File: config.mk
export PLATFORM = sky130hd
export DESIGN_NAME = hbd_ctrl
export DESIGN_NICKNAME = d
export VERILOG_FILES = /design/src/design/hbd_pkg.sv /design/src/design/hbd_ctrl.sv
export SDC_FILE = /design/constraint.sdc
export NUM_CORES = 1
export LEC_CHECK = 0
export BUFFER_PORTS_ARGS = -buffer_cell sky130_fd_sc_hd__buf_4
export CAP_MARGIN = 20
export CELL_PAD_IN_SITES_DETAIL_PLACEMENT = 1
export CELL_PAD_IN_SITES_GLOBAL_PLACEMENT = 2
export CORE_MARGIN = 8
export CORE_UTILIZATION = 31
export CTS_BUF_LIST = sky130_fd_sc_hd__clkbuf_2 sky130_fd_sc_hd__clkbuf_4 sky130_fd_sc_hd__clkbuf_8
export DETAILED_ROUTE_END_ITERATION = 8
export GPL_TIMING_DRIVEN = 0
export PLACE_DENSITY = 0.9
export SETUP_SLACK_MARGIN = 0.5
export SYNTH_ARGS = -nofsm -noshare
export SYNTH_HDL_FRONTEND = slang
export SYNTH_SLANG_ARGS = --single-unit
File: constraint.sdc
create_clock -name clk -period 1.8 [get_ports clk]
set_input_delay 0 -clock clk [delete_from_list [all_inputs] [get_ports clk]]
set_output_delay 0 -clock clk [all_outputs]
set_load 0.1 [all_outputs]
File: src/design/hbd_pkg.sv
// Package with the item, result, tree node and command types of the Huffman tree decoder.
`timescale 1ns / 1ps

package hbd_pkg;

    localparam int IDX_W        = 9;
    localparam int SYM_W        = 8;
    localparam int CMD_W        = 2;
    localparam int BITS_PER_BYTE = 8;
    localparam int BIT_CNT_W    = $clog2(BITS_PER_BYTE + 1);
    localparam int CFG_DATA_W   = 9;
    localparam int CFG_INDEX_W  = 1;

    // Item command codes
    localparam logic [CMD_W-1:0] CMD_LOAD    = 2'd0;
    localparam logic [CMD_W-1:0] CMD_DECODE  = 2'd1;
    localparam logic [CMD_W-1:0] CMD_RESTART = 2'd2;

    // Configuration register indexes
    localparam logic [CFG_INDEX_W-1:0] REG_GRAY_MODE  = 1'b0;
    localparam logic [CFG_INDEX_W-1:0] REG_ROOT_INDEX = 1'b1;

    typedef struct packed {
        logic [CMD_W-1:0] cmd;
        logic [IDX_W-1:0] node_index;
        logic [IDX_W-1:0] left_child;
        logic [IDX_W-1:0] right_child;
        logic             node_is_leaf;
        logic [SYM_W-1:0] leaf_symbol;
        logic [SYM_W-1:0] code_byte;
    } hbd_item_t;

    typedef struct packed {
        logic [SYM_W-1:0] pixel_byte;
        logic             last_of_run;
    } hbd_result_t;

    typedef struct packed {
        logic [IDX_W-1:0] left;
        logic [IDX_W-1:0] right;
        logic             leaf;
        logic [SYM_W-1:0] symbol;
    } hbd_node_t;

    // Commands from the controller to the datapath
    typedef struct packed {
        logic load;       // write one tree node
        logic restart;    // walk position back to the root
        logic begin_byte; // capture code bits, read the current node
        logic take_bit;   // follow one code bit, read the child node
        logic advance;    // child was no leaf: it becomes the walk position
        logic leaf_hit;   // child was a leaf: queue its symbol, read the root
        logic emit_copy;  // send a further copy of the queued symbol
        logic finish;     // send the queued symbol as the last of the run
    } hbd_cmd_t;

    typedef struct packed {
        logic node_leaf;  // leaf flag of the node in the read register
    } hbd_stat_t;

endpackage

File: src/design/hbd_ctrl.sv
// Controller state machine that sequences the bit-by-bit tree walk.
`timescale 1ns / 1ps

module hbd_ctrl
    import hbd_pkg::*;
(
    input  logic      clk,
    input  logic      rst_n,
    input  logic      start,
    input  logic [CMD_W-1:0] item_cmd,
    input  logic      gray_mode,
    input  hbd_stat_t stat,
    output hbd_cmd_t  cmd,
    output logic      busy
);

    typedef enum logic [2:0] {
        ST_IDLE = 3'b001,
        ST_STEP = 3'b010,
        ST_EMIT = 3'b100
    } state_t;

    state_t               state_reg, state_next;
    logic [BIT_CNT_W-1:0] bit_cnt_reg, bit_cnt_next;
    logic                 check_leaf_reg, check_leaf_next;
    logic                 rep_reg, rep_next;
    logic                 accept;

    assign busy   = (state_reg != ST_IDLE);
    assign accept = start && !busy;

    always_comb
    begin
        state_next      = state_reg;
        bit_cnt_next    = bit_cnt_reg;
        check_leaf_next = check_leaf_reg;
        rep_next        = rep_reg;
        cmd             = '0;
        unique case (state_reg)
            ST_IDLE:
            begin
                if (accept)
                begin
                    case (item_cmd)
                        CMD_LOAD:    cmd.load = 1'b1;
                        CMD_RESTART: cmd.restart = 1'b1;
                        CMD_DECODE:
                        begin
                            cmd.begin_byte  = 1'b1;
                            bit_cnt_next    = '0;
                            check_leaf_next = 1'b0;
                            state_next      = ST_STEP;
                        end
                        default: ;
                    endcase
                end
            end
            ST_STEP:
            begin
                if (check_leaf_reg && stat.node_leaf)
                begin
                    cmd.leaf_hit    = 1'b1;
                    check_leaf_next = 1'b0;
                    if (gray_mode)
                    begin
                        rep_next   = 1'b1;
                        state_next = ST_EMIT;
                    end
                end
                else if (bit_cnt_reg == BIT_CNT_W'(BITS_PER_BYTE))
                begin
                    // If the node reached by the last bit was no leaf, the walk stays there.
                    cmd.finish  = 1'b1;
                    cmd.advance = check_leaf_reg;
                    state_next  = ST_IDLE;
                end
                else
                begin
                    cmd.take_bit    = 1'b1;
                    cmd.advance     = check_leaf_reg;
                    check_leaf_next = 1'b1;
                    bit_cnt_next    = bit_cnt_reg + 1'b1;
                end
            end
            ST_EMIT:
            begin
                cmd.emit_copy = 1'b1;
                rep_next      = 1'b0;
                if (!rep_reg)
                begin
                    state_next = ST_STEP;
                end
            end
            default:
            begin
                state_next = ST_IDLE;
            end
        endcase
    end

    always_ff @(posedge clk or negedge rst_n)
    begin
        if (!rst_n)
        begin
            state_reg      <= ST_IDLE;
            bit_cnt_reg    <= '0;
            check_leaf_reg <= 1'b0;
            rep_reg        <= 1'b0;
        end
        else
        begin
            state_reg      <= state_next;
            bit_cnt_reg    <= bit_cnt_next;
            check_leaf_reg <= check_leaf_next;
            rep_reg        <= rep_next;
        end
    end

endmodule

==> results.json <==
{
  "path_class": "reg -> reg",
  "layout.cells.most_common": "sky130_fd_sc_hd__buf_4",
  "post_synth.cell_area_avg_sq_um": 9.57,
  "finalMaxSlewViolations": 0,
  "grt_pass1_wl_microns": 3160,
  "finalNetCount": 109,
  "buffer_ports.inserted": 15,
  "reg_to_reg_slack_setup_ns": -0.04,
  "globalplace.congestion": 0.674,
  "cts_buffers": 3,
  "die_h_microns": 59.7,
  "worstSetupStartpoint": "state_reg[0]$_DFFE_PN1P_",
  "cp_data_arrival_time_ns": 2.01,
  "globalRouteMet1Util_pct": 10.9,
  "end_kind": "flop",
  "max-vdd-ir-drop_v": 0.000791,
  "final_critical_path_setup_slack_ns": -0.0446,
  "core-area_sq_um": 1880,
  "num-fill-cells": 216,
  "deepest_level_of_the_cts_h_tree": 1,
  "failed_checks": "negative setup slack",
  "fmax_mhz": 542,
  "global_route.overflow_total": 0,
  "maxCapViolCount": 0,
  "syn_to_final_growth_pct": 93.7,
  "largest_reg_flops": 4,
  "fp.dieArea_sq_um": 3570,
  "layout_common_cells": "sky130_fd_sc_hd__buf_4 (20), sky130_fd_sc_hd__buf_12 (8), sky130_fd_sc_hd__dfrtp_1 (8)",
  "drc_errors": 0,
  "grt_most_used_layer": "met2",
  "max-slew-margin-rel_pct": 70.1,
  "rsz_0062_raised_after_global_routing": "yes",
  "ys_seq_elements": 9,
  "crit_path_start_kind": "flop",
  "setup_viol": 4,
  "register_area_sq_um": 226,
  "yosys_warnings": 0,
  "clk_path_buf_depth": 2,
  "cpLargestDelayFamily": "flip-flops",
  "tightestPinTransition_ns": 0.447,
  "clock-skew-final_ns": 0.00456,
  "power_density_nw_per_um2": 1510,
  "final_design_area_no_fill_sq_um": 1150,
  "worstSkewPairLatency_ns": 0.28,
  "num_rows": 16,
  "worst_hold_path_type": "in -> async",
  "layout-drive-gt1-share_pct": 61.6,
  "critical_path.endpoint": "bit_cnt_reg[0]$_DFFE_PN0P_",
  "post_synth_instance_area_sq_um": 593,
  "crit-reg2reg-capture": "bit_cnt_reg[0]$_DFFE_PN0P_",
  "worst_path_max_delay_cell": "sky130_fd_sc_hd__dfstp_2",
  "grt_start_max_net_pins": 10,
  "cellLeakagePower_nw": 0.518,
  "placed_area_sq_um": 808,
  "via_count": 616,
  "effective_utilization_at_floorplan_pct": 31.5,
  "timing.critical_path.cells": "or3b_4 > buf_12 > buf_4 > o22ai_4 > o21ai_2 > mux2_4",
  "die_w_microns": 59.7,
  "cts.sink_count": 9,
  "area_taken_by_multi_input_logic_gates_sq_um": 444,
  "worstReg2RegStart": "state_reg[0]$_DFFE_PN1P_",
  "outcome": "finished, violations left",
  "mappedNetlistNets": 71,
  "ys_seq_area_share_pct": 38.2,
  "critical_path_buf_inv_count": 2,
  "tritoncts_clock_tree": "yes",
  "worst_slack_at_placement_ns": -0.0105,
  "timing.setup.tns_ns": -0.148,
  "worst_setup_hold_path_clk_slew_ns": 0.08,
  "critical_path.max_fanout": 5,
  "final_routed_wirelength_microns": 2050,
  "finalHoldViolCount": 0,
  "grt_pass1_vias": 682,
  "worstPathRequired_ns": 1.97,
  "worstSetupPathDepth": 6,
  "layout_worst_path_cycle_share_pct": 102,
  "postSynthCellCount": 62,
  "clock-root-buffer": "sky130_fd_sc_hd__clkbuf_4",
  "timing.final.crit_period_ns": 1.84,
  "synthDistinctLibCells": 32,
  "insertedDiodeCount": 0,
  "overall_fraction_of_global_route_tracks_in_use_pct": 11.9,
  "io_pins": 16,
  "grt.met2_usage_pct": 23.7,
  "post_drt_wl_per_cell_microns": 16.2,
  "met3_usage_pct": 3.01,
  "postRouteAntennaNets": 0,
  "worst_path_largest_cell_delay_ns": 0.55,
  "detailedRoute.firstIterationViolations": 2,
  "routed_via_density": 4.89,
  "place_hpwl_microns": 1210,
  "r2r.worst_path.cells": 6,
  "post_route_total_power_mw": 1.73,
  "detail_route.first_pass.iterations": 3,
  "antenna_found_initial": 0
}
==> worst min path at each step <==
stage,cells after the start,to,start,slack (ns)
after floorplan,0,bit_cnt_reg[0]$_DFFE_PN0P_,rst_n,-0.30
after global placement,1,bit_cnt_reg[2]$_DFFE_PN0P_,rst_n,-0.17
after detailed placement,1,bit_cnt_reg[2]$_DFFE_PN0P_,rst_n,-0.17
after CTS,2,bit_cnt_reg[1]$_DFFE_PN0P_,rst_n,0.08
after global routing,2,bit_cnt_reg[1]$_DFFE_PN0P_,rst_n,0.1
final,2,bit_cnt_reg[2]$_DFFE_PN0P_,rst_n,0.07
==> power by group <==
group          switching [mW]  leakage [nW]  internal (mW)
clock                  0.0961        0.0177         0.0827
combinational           0.603         0.385          0.589
sequential             0.0783         0.115          0.285
total                   0.777         0.518          0.956
==> area by class of cell <==
type	instances	area share, %
clock buffer	3	1.96
inverter	4	1.31
buffer	3	3.70
multi-input combinational	46	38.7
tap	27	2.94
clock inverter	1	0.436
sequential	9	19.7
timing repair buffer	33	31.3
==> timing repair <==
item                                   CTS  global route
endpoints found under the hold margin   11             0
gates resized for setup                 20            21
hold buffers                             2             0
setup endpoints to repair               17            18
pin swaps                                4             5
buffers inserted                         6            10
==> synth_stat cells <==
library cell / count / area [sq um]
sky130_fd_sc_hd__a21boi_2: 1 / 11.3
sky130_fd_sc_hd__a21oi_1: 3 / 15.0
sky130_fd_sc_hd__a22o_1: 1 / 8.76
sky130_fd_sc_hd__a2bb2oi_1: 1 / 8.76
sky130_fd_sc_hd__and3_1: 3 / 18.8
sky130_fd_sc_hd__and3b_1: 1 / 8.76
sky130_fd_sc_hd__buf_2: 2 / 10.0
sky130_fd_sc_hd__buf_6: 1 / 11.3
sky130_fd_sc_hd__dfrtp_1: 8 / 200
sky130_fd_sc_hd__dfstp_2: 1 / 26.3
sky130_fd_sc_hd__ha_1: 2 / 25.0
sky130_fd_sc_hd__inv_1: 4 / 15.0
sky130_fd_sc_hd__mux2_4: 1 / 15.0
sky130_fd_sc_hd__nand2_1: 6 / 22.5
sky130_fd_sc_hd__nand2b_1: 2 / 12.5
sky130_fd_sc_hd__nand3_1: 1 / 5.00
sky130_fd_sc_hd__nand3b_1: 2 / 15.0
sky130_fd_sc_hd__nand4_1: 1 / 6.26
sky130_fd_sc_hd__nor2_1: 4 / 15.0
sky130_fd_sc_hd__nor2_4: 1 / 11.3
sky130_fd_sc_hd__nor3_1: 2 / 10.0
sky130_fd_sc_hd__nor3b_1: 2 / 15.0
sky130_fd_sc_hd__nor4b_1: 1 / 8.76
sky130_fd_sc_hd__o21ai_0: 2 / 10.0
sky130_fd_sc_hd__o21ai_2: 1 / 8.76
sky130_fd_sc_hd__o221ai_1: 1 / 8.76
sky130_fd_sc_hd__o22ai_4: 1 / 20.0
sky130_fd_sc_hd__o311a_1: 1 / 10.0
sky130_fd_sc_hd__o31ai_1: 1 / 7.51
sky130_fd_sc_hd__or3_1: 1 / 6.26
sky130_fd_sc_hd__or3b_1: 2 / 17.5
sky130_fd_sc_hd__xnor2_1: 1 / 8.76
==> cells by family (layout without fill, tap and decap cells) <==
logic type,count (synthesis),after routing,share of synthesized area [%]
and+or+nand+nor,29,29,29.1
DFF,9,9,38.2
buffers and inverters,7,44,6.12
muxes,1,1,2.53
xor gates and xnor gates,1,1,1.48
AOI/OAI and AO/OA,13,13,18.4
adders and majority gates,2,2,4.22
==> routing by layer <==
layer / routed length (microns) / part of all wire [%] / vias up
met5: 0 / 0 / -
met4: 32 / 1.6 / 0
met3: 65 / 3.2 / 5
met2: 1170 / 57 / 7
met1: 775 / 38 / 306
li1: - / - / 298
==> metrics by stage <==
step           hold WS [ns]  utilization (%)  std cells
6_report             0.0662             61.0        126
5_1_grt              0.0980             61.0        126
4_1_cts              0.0805             52.2        116
3_5_place_dp         -0.168             43.0        104
3_3_place_gp         -0.167             43.0        104
2_1_floorplan        -0.296                -         62
(Power assumes the default switching activity.)
